**src/rtl/tabs_pkg.sv**
```systemverilog
package tabs_pkg;

    localparam int COORD_BITS = 24;
    localparam int COUNT_BITS = 32;
    localparam int AREA_BITS  = 50;
    localparam int SUM_BITS   = 64;
    localparam int LIMIT_BITS = 20;
    localparam int DIFF_BITS  = COORD_BITS + 1;
    localparam int CROSS_BITS = 2 * DIFF_BITS + 1;
    localparam int MAG_BITS   = CROSS_BITS - 1;
    localparam int RAD_BITS   = 2 * MAG_BITS + 2;
    localparam int ROOT_BITS  = RAD_BITS / 2;
    localparam int RCNT_BITS  = $clog2(ROOT_BITS + 1);
    localparam int MCNT_BITS  = $clog2(DIFF_BITS + 1);
    localparam int SQCNT_BITS = $clog2(MAG_BITS + 1);

    localparam int IN_BITS  = 9 * COORD_BITS;
    localparam int IN_BYTES = (IN_BITS + 7) / 8;
    localparam int OUT_BITS = 6 * COORD_BITS + SUM_BITS + 2 * AREA_BITS + 3 * COUNT_BITS;
    localparam int OUT_BYTES = (OUT_BITS + 7) / 8;

    typedef enum logic [1:0] {
        KIND_VERTEX   = 2'd0,
        KIND_TRIANGLE = 2'd1,
        KIND_FINISH   = 2'd2,
        KIND_UNUSED   = 2'd3
    } kind_t;

    typedef enum logic [2:0] {
        ST_IDLE,
        ST_MUL,
        ST_SQ,
        ST_ROOT,
        ST_ACC,
        ST_OUT
    } state_t;

endpackage

```
**src/rtl/tabs_root.sv**
```systemverilog
// Restoring square root, one result bit per cycle.
module tabs_root
    import tabs_pkg::*;
(
    input  logic                 clk,
    input  logic                 rst_n,
    input  logic                 start,
    input  logic [RAD_BITS-1:0]  radicand,
    output logic                 done,
    output logic [ROOT_BITS-1:0] root
);

    logic [RCNT_BITS-1:0]  cnt_reg, cnt_next;
    logic                  busy_reg, busy_next;
    logic [RAD_BITS-1:0]   rad_reg, rad_next;
    logic [ROOT_BITS+1:0]  rem_reg, rem_next;
    logic [ROOT_BITS-1:0]  q_reg, q_next;
    logic [ROOT_BITS+1:0]  trial;
    logic [ROOT_BITS+1:0]  cand;

    // Bring down two radicand bits and try the next root bit.
    always_comb
    begin
        cnt_next  = cnt_reg;
        busy_next = busy_reg;
        rad_next  = rad_reg;
        rem_next  = rem_reg;
        q_next    = q_reg;
        trial     = {rem_reg[ROOT_BITS-1:0], rad_reg[RAD_BITS-1 -: 2]};
        cand      = {q_reg, 2'b01};
        if (start)
        begin
            busy_next = 1'b1;
            cnt_next  = '0;
            rad_next  = radicand;
            rem_next  = '0;
            q_next    = '0;
        end
        else if (busy_reg)
        begin
            rad_next = rad_reg << 2;
            if (trial >= cand)
            begin
                rem_next = trial - cand;
                q_next   = {q_reg[ROOT_BITS-2:0], 1'b1};
            end
            else
            begin
                rem_next = trial;
                q_next   = {q_reg[ROOT_BITS-2:0], 1'b0};
            end
            cnt_next = cnt_reg + 1'b1;
            if (cnt_reg == RCNT_BITS'(ROOT_BITS - 1))
                busy_next = 1'b0;
        end
    end

    always_ff @(posedge clk or negedge rst_n)
    begin
        if (!rst_n)
        begin
            busy_reg <= 1'b0;
            cnt_reg  <= '0;
        end
        else
        begin
            busy_reg <= busy_next;
            cnt_reg  <= cnt_next;
        end
    end

    always_ff @(posedge clk)
    begin
        rad_reg <= rad_next;
        rem_reg <= rem_next;
        q_reg   <= q_next;
    end

    assign done = busy_reg && (cnt_reg == RCNT_BITS'(ROOT_BITS - 1));
    assign root = q_next;

endmodule

```
**config.mk**
```make
export PLATFORM = sky130hd
export DESIGN_NAME = tabs_root
export DESIGN_NICKNAME = d
export VERILOG_FILES = /design/src/rtl/tabs_pkg.sv /design/src/rtl/tabs_root.sv
export SDC_FILE = /design/constraint.sdc
export NUM_CORES = 1
export LEC_CHECK = 0
export BUFFER_PORTS_ARGS = -buffer_cell sky130_fd_sc_hd__buf_2
export CORE_ASPECT_RATIO = 0.8
export CORE_UTILIZATION = 55
export CTS_CLUSTER_SIZE = 12
export DETAILED_ROUTE_END_ITERATION = 8
export PLACE_DENSITY = 0.73
export SETUP_SLACK_MARGIN = 0.15
export SLEW_MARGIN = 10
export SYNTH_ARGS = -nofsm -noshare
export SYNTH_HDL_FRONTEND = slang
export SYNTH_SLANG_ARGS = --single-unit
```
**constraint.sdc**
```tcl
create_clock -name clk -period 4.61 [get_ports clk]
set_input_delay 0.6915 -clock clk [delete_from_list [all_inputs] [get_ports clk]]
set_output_delay 0.6915 -clock clk [all_outputs]
set_load 0.01 [all_outputs]
```
==> run metrics <==
worst endpoint required time 3.92 ns; pwr dens 624 nW/um^2; Reg2Reg Depth 13; worst setup path class flip-flop to output pin; worst r2r src q_reg[8]; Ant. Diodes 0; number of remaining DRC errors 0; Slew @ Worst Pin 0.927 ns; commonest non-fill, non-tap cells in the layout nor2_1, buf_2, dfxtp_1, edfxtp_1, mux2_2; worst setup path endpoint root[0]; clock latency on the worst-skew pair 0.53 ns; Avg Inst Size Synth 10.2 sq um; Largest register FFs 102; Worst Clk Skew 0.0169 ns; CORE AREA 21100 sq um; initial antenna violation count 1; largest cells by area after synthesis edfxtp_1, dfxtp_1, mux2_2; Initial Util 57.0%; total grt overflow 0; Net Sw Power 3.41 mW; Post-Route Utilization 64.8%; Mapped Nets 1343; Slew HR 38.2%; post-route antenna net violation count 0; Die Footprint 22400 sq um; status completed; Int Power 5.10 mW; Final period util 91.6%; YS warnings 0; clk root buf clkbuf_16; Port Buffer Count 156; reg2reg end rem_reg[48]; HP Class input pin to flip-flop; total track usage 22.9%; flop2flop setup slack 0.82 ns; routed via count 9032; Yosys cell types 69; fmax 0.237 GHz; width of the die 167 microns; Chip Height 134 microns; ys flop type edfxtp_1; Final Critical Period 4.22 ns; Pleak 6.09 nW; DP HPWL 18100 microns; row count 47; H-tree Lvls 1; crit start category flip-flop; sequential share of power 28.2%; Routed Wire Length 26000 microns; Fin. Hold Viols 0; commonest non-fill, non-tap cell in the layout nor2_1; asr flop ratio synth 3.32%; pin count of the biggest net entering global routing 88; CP Launch Point q_reg[24]; Synth top area share 25.5%; CTS max path bufs 3; routed len/inst 16.4 microns; num ports 157; Final Max Tran Viols 0; switching part of the total 40.0%; share of cells above drive strength 1 25.9%; Clk pin slew, worst setup/hold paths 0.06 ns; Post CTS Setup Buffer Count 0; RSZ-0062 raised after global routing false; # clock sinks 211; CP Max Fanout 7; P&R area growth vs syn 13.5%; EDFF count, synth 102; MaxCap Viol Count 0; cts bufs inserted 23; post-synthesis cell area 12000 sq um; Comb power frac 51.3%; 1st-iter DRT viols 640; router iterations before antenna repair 5; Setup violations, final 0; clock share of power 20.5%; CTS tree built; worst path arrival time 3.53 ns; Worst setup EP type output pin; Mapped Cells 1183; Peak VDD IR 490 uV; Place WS 0.828 ns; Yosys top cell by area edfxtp_1; synthesized flop and latch total 211; setup tns final 0 ns; vias in the first global route 8542; vias per cell 5.69; # nets final 1462; Seq/Total Area, Yosys 44.0%; fin worst setup slack 0.385 ns; routability cong. 0.872; first-pass GRT wire length 42300 microns
metal layers:
metal  share of wire, %  global-route usage, %  vias to the layer above
li1                   -                      -                     4500
met1                 48                   32.3                     4226
met2                 42                   35.0                      265
met3                7.7                   6.37                       41
met4                1.9                   5.50                        0
met5                  0                      0                        -
metrics by stage:
| step | hold slack, ns | cells | total power, mW | cell area [sq um] |
|---|---|---|---|---|
| 3_5_place_dp | 0.499 | 1545 | 6.70 | 12900 |
| 4_1_cts | 0.434 | 1588 | 8.50 | 13600 |
| 5_1_grt | 0.440 | 1588 | 9.10 | 13600 |
| 6_report | 0.449 | 1588 | 8.51 | 13600 |
| 2_1_floorplan | 0.396 | 1183 | 5.95 | 12000 |
| 3_3_place_gp | 0.488 | 1545 | 6.66 | 12900 |
cell type report:
cell class,instances,area [sq um]
Inverter,73,277
Clock inverter,9,81.3
Sequential cell,211,5280
Clock buffer,33,623
Tap cell,269,337
Timing Repair Buffer,165,885
Fill cell,1733,7420
Multi-Input combinational cell,828,6150
worst max-delay path: stages (launching register included):
cell     delay (ns)
dfxtp_1        0.36
inv_1          0.06
ha_1           0.42
nand4_2        0.19
or4_1          0.59
nor4_2         0.26
nand4_1        0.22
nor4_4         0.23
nor3_4         0.09
nor2_4         0.21
a21oi_1        0.07
nor2_1         0.12
buf_2          0.17
timing repair:
action,in CTS,in global routing
resized for setup,0,2
hold buffers,1,0
endpoints found under the hold margin,7,0
setup endpoints to repair,0,1
worst min-delay path by stage:
stage                      from           to  slack [ns]  cells after the start
floorplan                 rst_n     busy_reg        0.40                      0
global placement    rem_reg[49]  rem_reg[49]        0.49                      2
detailed placement  rem_reg[49]  rem_reg[49]        0.50                      2
CTS                 radicand[0]   rad_reg[0]        0.43                      2
global route        radicand[0]   rad_reg[0]        0.44                      2
finish              radicand[1]   rad_reg[1]        0.45                      2
power by group through the flow:
stage | Sequential [mW] | Combinational, mW | Clock [mW]
floorplan | 2.38 | 3.57 | 0
global placement | 2.42 | 4.23 | 0
detailed placement | 2.43 | 4.28 | 0
CTS | 2.39 | 4.31 | 1.79
global route | 2.42 | 4.82 | 1.86
finish | 2.40 | 4.36 | 1.75
kinds of logic after synthesis:
family,count (synthesis),share of synthesized area (%)
AND/OR/NAND/NOR,294,11.2
AO/OA/AOI/OAI,262,15.4
flip-flops,211,44.0
adder cells (fa/ha/maj),55,5.73
buffers and inverters,144,4.98
XOR/XNOR,48,3.50
multiplexers,169,15.2
Yosys cell counts, types with 4 or more instances:
master / instances
o31ai_1: 4
nor3_1: 10
inv_1: 72
a211oi_1: 17
and2_1: 5
o211ai_1: 5
nand4_1: 21
ha_1: 55
o21ai_0: 26
a211oi_2: 29
edfxtp_1: 102
a31oi_1: 9
clkbuf_1: 46
and3_1: 8
o21ai_1: 4
mux2i_1: 65
o21bai_1: 12
dfxtp_1: 102
dfrtp_1: 7
nand3_1: 11
xnor2_1: 21
buf_1: 4
a21o_1: 23
nor2b_1: 8
buf_6: 5
nand2b_1: 5
nand2_1: 44
nor2_1: 161
a21oi_1: 99
buf_2: 16
xor2_1: 27
mux2_2: 101
No activity file was read; power rests on OpenSTA's default activity.
