### config.mk
export PLATFORM = sky130hd
export DESIGN_NAME = tabs_serial_mul
export DESIGN_NICKNAME = d
export VERILOG_FILES = /design/src/rtl/tabs_pkg.sv /design/src/rtl/tabs_serial_mul.sv
export SDC_FILE = /design/constraint.sdc
export NUM_CORES = 1
export LEC_CHECK = 0
export ABC_CLOCK_PERIOD_IN_PS = 7160
export BUFFER_PORTS_ARGS = -buffer_cell sky130_fd_sc_hd__buf_4
export CELL_PAD_IN_SITES_DETAIL_PLACEMENT = 0
export CELL_PAD_IN_SITES_GLOBAL_PLACEMENT = 1
export CORE_UTILIZATION = 25
export DETAILED_ROUTE_END_ITERATION = 10
export GPL_TIMING_DRIVEN = 0
export PLACE_DENSITY_LB_ADDON = 0.1
export SETUP_SLACK_MARGIN = 0.2
export SLEW_MARGIN = 20
export SYNTH_ARGS = -nofsm -noshare
export SYNTH_HDL_FRONTEND = slang
export SYNTH_SLANG_ARGS = --single-unit
### constraint.sdc
create_clock -name clk -period 7.16 [get_ports clk]
set_input_delay 2.148 -clock clk [delete_from_list [all_inputs] [get_ports clk]]
set_output_delay 2.148 -clock clk [all_outputs]
set_load 0.03 [all_outputs]
### src/rtl/tabs_pkg.sv
package tabs_pkg;

    localparam int COORD_BITS = 24;
    localparam int COUNT_BITS = 32;
    localparam int AREA_BITS  = 50;
    localparam int SUM_BITS   = 64;
    localparam int LIMIT_BITS = 20;
    localparam int DIFF_BITS  = COORD_BITS + 1;
    localparam int CROSS_BITS = 2 * DIFF_BITS + 1;
    localparam int MAG_BITS   = CROSS_BITS - 1;
    localparam int RAD_BITS   = 2 * MAG_BITS + 2;
    localparam int ROOT_BITS  = RAD_BITS / 2;
    localparam int RCNT_BITS  = $clog2(ROOT_BITS + 1);
    localparam int MCNT_BITS  = $clog2(DIFF_BITS + 1);
    localparam int SQCNT_BITS = $clog2(MAG_BITS + 1);

    localparam int IN_BITS  = 9 * COORD_BITS;
    localparam int IN_BYTES = (IN_BITS + 7) / 8;
    localparam int OUT_BITS = 6 * COORD_BITS + SUM_BITS + 2 * AREA_BITS + 3 * COUNT_BITS;
    localparam int OUT_BYTES = (OUT_BITS + 7) / 8;

    typedef enum logic [1:0] {
        KIND_VERTEX   = 2'd0,
        KIND_TRIANGLE = 2'd1,
        KIND_FINISH   = 2'd2,
        KIND_UNUSED   = 2'd3
    } kind_t;

    typedef enum logic [2:0] {
        ST_IDLE,
        ST_MUL,
        ST_SQ,
        ST_ROOT,
        ST_ACC,
        ST_OUT
    } state_t;

endpackage

### src/rtl/tabs_serial_mul.sv
// Shift-and-add signed multiplier: one multiplier bit per cycle.
module tabs_serial_mul
    import tabs_pkg::*;
(
    input  logic                          clk,
    input  logic                          rst_n,
    input  logic                          start,
    input  logic signed [DIFF_BITS-1:0]   op_a,
    input  logic signed [DIFF_BITS-1:0]   op_b,
    output logic                          done,
    output logic signed [2*DIFF_BITS-1:0] product
);

    logic [MCNT_BITS-1:0]          cnt_reg, cnt_next;
    logic                          busy_reg, busy_next;
    logic signed [2*DIFF_BITS-1:0] acc_reg, acc_next;
    logic signed [2*DIFF_BITS-1:0] mcand_reg, mcand_next;
    logic [DIFF_BITS-1:0]          mplier_reg, mplier_next;

    // Next values of the shift-add loop; the sign bit of the multiplier weighs negative.
    always_comb
    begin
        cnt_next    = cnt_reg;
        busy_next   = busy_reg;
        acc_next    = acc_reg;
        mcand_next  = mcand_reg;
        mplier_next = mplier_reg;
        if (start)
        begin
            busy_next   = 1'b1;
            cnt_next    = '0;
            acc_next    = '0;
            mcand_next  = (2*DIFF_BITS)'(op_a);
            mplier_next = op_b;
        end
        else if (busy_reg)
        begin
            if (mplier_reg[0])
            begin
                if (cnt_reg == MCNT_BITS'(DIFF_BITS - 1))
                    acc_next = acc_reg - mcand_reg;
                else
                    acc_next = acc_reg + mcand_reg;
            end
            mcand_next  = mcand_reg <<< 1;
            mplier_next = mplier_reg >> 1;
            cnt_next    = cnt_reg + 1'b1;
            if (cnt_reg == MCNT_BITS'(DIFF_BITS - 1))
                busy_next = 1'b0;
        end
    end

    always_ff @(posedge clk or negedge rst_n)
    begin
        if (!rst_n)
        begin
            busy_reg <= 1'b0;
            cnt_reg  <= '0;
        end
        else
        begin
            busy_reg <= busy_next;
            cnt_reg  <= cnt_next;
        end
    end

    always_ff @(posedge clk)
    begin
        acc_reg    <= acc_next;
        mcand_reg  <= mcand_next;
        mplier_reg <= mplier_next;
    end

    assign done    = busy_reg && (cnt_reg == MCNT_BITS'(DIFF_BITS - 1));
    assign product = acc_next;

endmodule

==> results.txt <==
- Status: finished, violations left
* Failing checks: setup timing
* GR Overflow Total: 0
* Layout Cells excl Fill: ~1700
* Placer congestion estimate: 0.802
- Average cell area after synthesis: 8.88 µm²
- Placed cells: roughly 1600
- Before CTS, the worst setup slack after placement is -1.44 ns.
- After layout, the worst setup slack is -0.499 ns.
- Clock network latency to the later pin of the worst-skew pair: ~0.44 ns
- Most frequent standard cell in the layout excluding fill and tap cells: buf_4
- Total Die Area: 36200 µm²
- Largest delay contributor family on the critical path: compound AO/OA/AOI/OAI gates
- The count of final max-slew check failures came to 0.
- At the end of the flow the core is filled with cells to 0.357.
- Synth Register Bits: 131
- Required time of the critical path: 5.01 ns
* Critical Path Max Stage Delay: 0.55 ns
- The total area inside the core boundary comes to 34700 µm².
* CTS root buf: clkbuf_16
* Ant. Diodes: 0
- Max capacitance violation total: 0
- Dividing the detail-routed wire length by the instance count gives 18.6 µm.
- Count of buffers inserted at the top-level ports: between 100 and 150
- Upper clock frequency limit: 131 MHz
- Counting the buffers created by CTS gives 17.
- Fraction of the yosys area taken by sequential cells: 0.384
- H-tree level count: 4
- Tightest slew margin relative to the limit: 0.219
* Floorplan die width: 190 µm
- The via count of the first global-routing pass came to 8179.
* Half-perimeter wire length of the detailed placement result: 22700 µm
- In this run the vertical extent of the chip is between 150 and 200 µm.
- In the finished design, the share of the clock period the worst path needs comes to 1.07.
- I/O pins: 104
* Total GRT Usage: 0.171
- Class of the tightest hold or removal check: register to register
- CTS max path bufs: 2
- Number of sinks handled by clock tree synthesis: 131
* Async SR Flop Fraction: 0.0458
- Antenna violations before repair: 0
- FP Rows: 68
- Of the cells placed in the final design, the portion with a size suffix greater than 1 is 0.344.
* Count of buffer and inverter cells on the critical path: 2
- The netlist uses 63 different library cells.
- Average vias per placed instance: 4.82
* CTS tree: done
* Worst-path clk slew: around 0.06 ns
- After detailed routing, the total wire length is 30700 µm.
- Compared with the post-synthesis result, the final layout area differs by 39.8%.
- Setup violations, final: 9
* Final hold violation count: 0
* Number of search-and-repair iterations in the first detailed-routing pass: 4
- Top cell type by total area after synthesis: edfxtp_1
- At the pin with the least slew margin, the transition time is 1.17 ns.
- Primary FF master, synth: edfxtp_1
- The number of hold buffers added after CTS was 0.
- Yosys top cell area share: 0.254
- Number of violations reported at the end of detailed-routing iteration 0: 382
* Setup crit end kind: primary output
* Wire length of the first global-routing pass: approximately 47000 µm
- Syn_nets: 1105
* Post-layout min period: 7.66 ns
- Area of placed instances: 10300 µm²
- Power spread over the standard cell area amounts to 282 nW/µm².
- Net count of the finished layout: approximately 1300
* Mapped Area: ~9000 µm²
* Count of mapped cells out of synthesis: 999
- Count of flip-flops with a built-in enable after synthesis: 75
* Cell leakage power: 5.11 nW
* Worst-path cell with the longest stage delay: or4_4
* Summed negative setup slack over all endpoints: -1.73 ns
* CP Cell Sequence: or4_4 -> or3_4 -> nor4_4 -> and2b_2 -> a41o_1 -> xnor2_2 -> ha_4 -> a21oi_4 -> o21bai_1 -> a21oi_2 -> nand2_2 -> a2111oi_4 -> buf_4 -> o311a_4 -> o31a_1 -> o31ai_4 -> o21ai_1 -> a211oi_2 -> mux2_4 -> buf_6
- The final route contains between 7000 and 8000 vias.
- Worst Setup Path Type: register to primary output
- Most used cells in the layout excluding fill and tap cells: buf_4, nand2_1, edfxtp_1, a21oi_1, xnor2_1
- Largest net degree at the start of global routing: 47
- Effective utilization at floorplan: 0.256
- At the worst endpoint, the arrival time is 5.51 ns.
* Count of warnings emitted by yosys: 0
- Of all nets on the critical path, the largest fanout is 4.
- The count of nets left with antenna violations once routing finished came out at 0.
- For the final database, setup skew stands at 0.0103 ns.
* Post-route cell area: roughly 12000 µm²
* Kind of start point of the critical path: register
* Drt drc: 0
- RSZ-0062 raised after global routing: true
- Worst ir drop on vdd: 0.175 mV
- Synth area leaders: edfxtp_1, dfxtp_1, ha_1
## power by group
part	switching, mW	internal, mW
Clock	0.396	0.524
Sequential	0.0796	0.914
Combinational	0.911	0.669
## metrics by stage
step | hold WS [ns] | power (mW)
floorplan | 0.519 | 1.88
global placement | 0.475 | 2.27
detailed placement | 0.481 | 2.26
CTS | 0.486 | 3.38
global route | 0.500 | 3.71
finish | 0.484 | 3.49
## metal layers
| layer | track usage | vias to the layer above | routed length [µm] |
|---|---|---|---|
| li1 | - | 3991 | - |
| met1 | 0.235 | 3850 | 15300 |
| met2 | 0.273 | 117 | 14000 |
| met3 | 0.0364 | 16 | 1110 |
| met4 | 0.0372 | 0 | 306 |
| met5 | 0 | - | 0 |
## synth_stat cells (4+ instances only)
| master | count |
|---|---|
| a211oi_1 | 6 |
| nor4_1 | 8 |
| nand4_1 | 22 |
| inv_1 | 52 |
| a31oi_1 | 9 |
| clkbuf_1 | 44 |
| ha_1 | 52 |
| edfxtp_1 | 75 |
| nor2_1 | 64 |
| nand2_1 | 120 |
| nor2b_1 | 7 |
| a21o_1 | 22 |
| a221oi_1 | 4 |
| o21a_1 | 6 |
| xnor2_1 | 65 |
| mux2_2 | 45 |
| o21ai_0 | 78 |
| nor3_1 | 15 |
| nand2b_1 | 10 |
| and2_1 | 5 |
| dfxtp_1 | 50 |
| nand3_1 | 12 |
| a21oi_1 | 108 |
| dfrtp_1 | 6 |
| or3_1 | 10 |
| o21bai_1 | 14 |
| buf_1 | 6 |
| o31ai_1 | 11 |
| xor2_1 | 25 |
## logic make-up (layout without fill, tap and decap cells)
| logic type | after synthesis | after routing | synth area share |
|---|---|---|---|
| compound gates | 288 | 288 | 0.196 |
| xor+xnor | 90 | 90 | 0.0889 |
| fa+ha+maj | 53 | 53 | 0.0756 |
| buf+inv | 102 | 303 | 0.0432 |
| flops | 131 | 131 | 0.384 |
| mux | 48 | 48 | 0.0611 |
| simple gates | 287 | 287 | 0.152 |
## final timing paths
path                                         start                endpoint  slack, ns  depth (start not counted)
setup / recovery           mcand_reg[12]$_DFFE_PP_             product[49]      -0.50                         20
hold / removal                 acc_reg[14]$_DFF_P_     acc_reg[14]$_DFF_P_       0.48                          2
setup reg to reg           mcand_reg[12]$_DFFE_PP_     acc_reg[49]$_DFF_P_       2.11                         19
hold reg to reg                acc_reg[14]$_DFF_P_     acc_reg[14]$_DFF_P_       0.48                          2
max in group asynchronous                    rst_n  cnt_reg[3]$_DFFE_PN0P_       5.52                          1
min in group asynchronous                    rst_n  cnt_reg[1]$_DFFE_PN0P_       1.51                          1
## repair_timing
item                                    in CTS  in global routing
cloned                                       0                  0
resized for setup                          147                140
endpoints found under the setup margin      37                 32
hold endpoints to repair                     0                  0
pin swaps                                   60                 61
buffers inserted                            38                 27
## final cells by class
cell class                 instances  area [µm²]
fill                            3611       22300
multi-input combinational        766        5920
sequential                       131        3400
timing repair buffer             169        1410
tap                              455         569
clock buffer                      17         425
buffer                            50         305
inverter                          52         195
clock inverter                    15         171
## worst reg2reg max path, cell delays in order, from the launching register on
cell,delay (ns)
edfxtp_1,0.39
or4_4,0.55
or3_4,0.38
nor4_4,0.40
and2b_2,0.28
a41o_1,0.21
xnor2_2,0.16
ha_4,0.20
a21oi_4,0.05
o21bai_1,0.17
a21oi_2,0.10
nand2_2,0.10
a2111oi_4,0.04
buf_4,0.17
o311a_4,0.32
o31a_1,0.31
o31ai_4,0.31
o21ai_1,0.14
a211oi_2,0.32
mux2_4,0.34
Power figures use the tool's default switching activity.
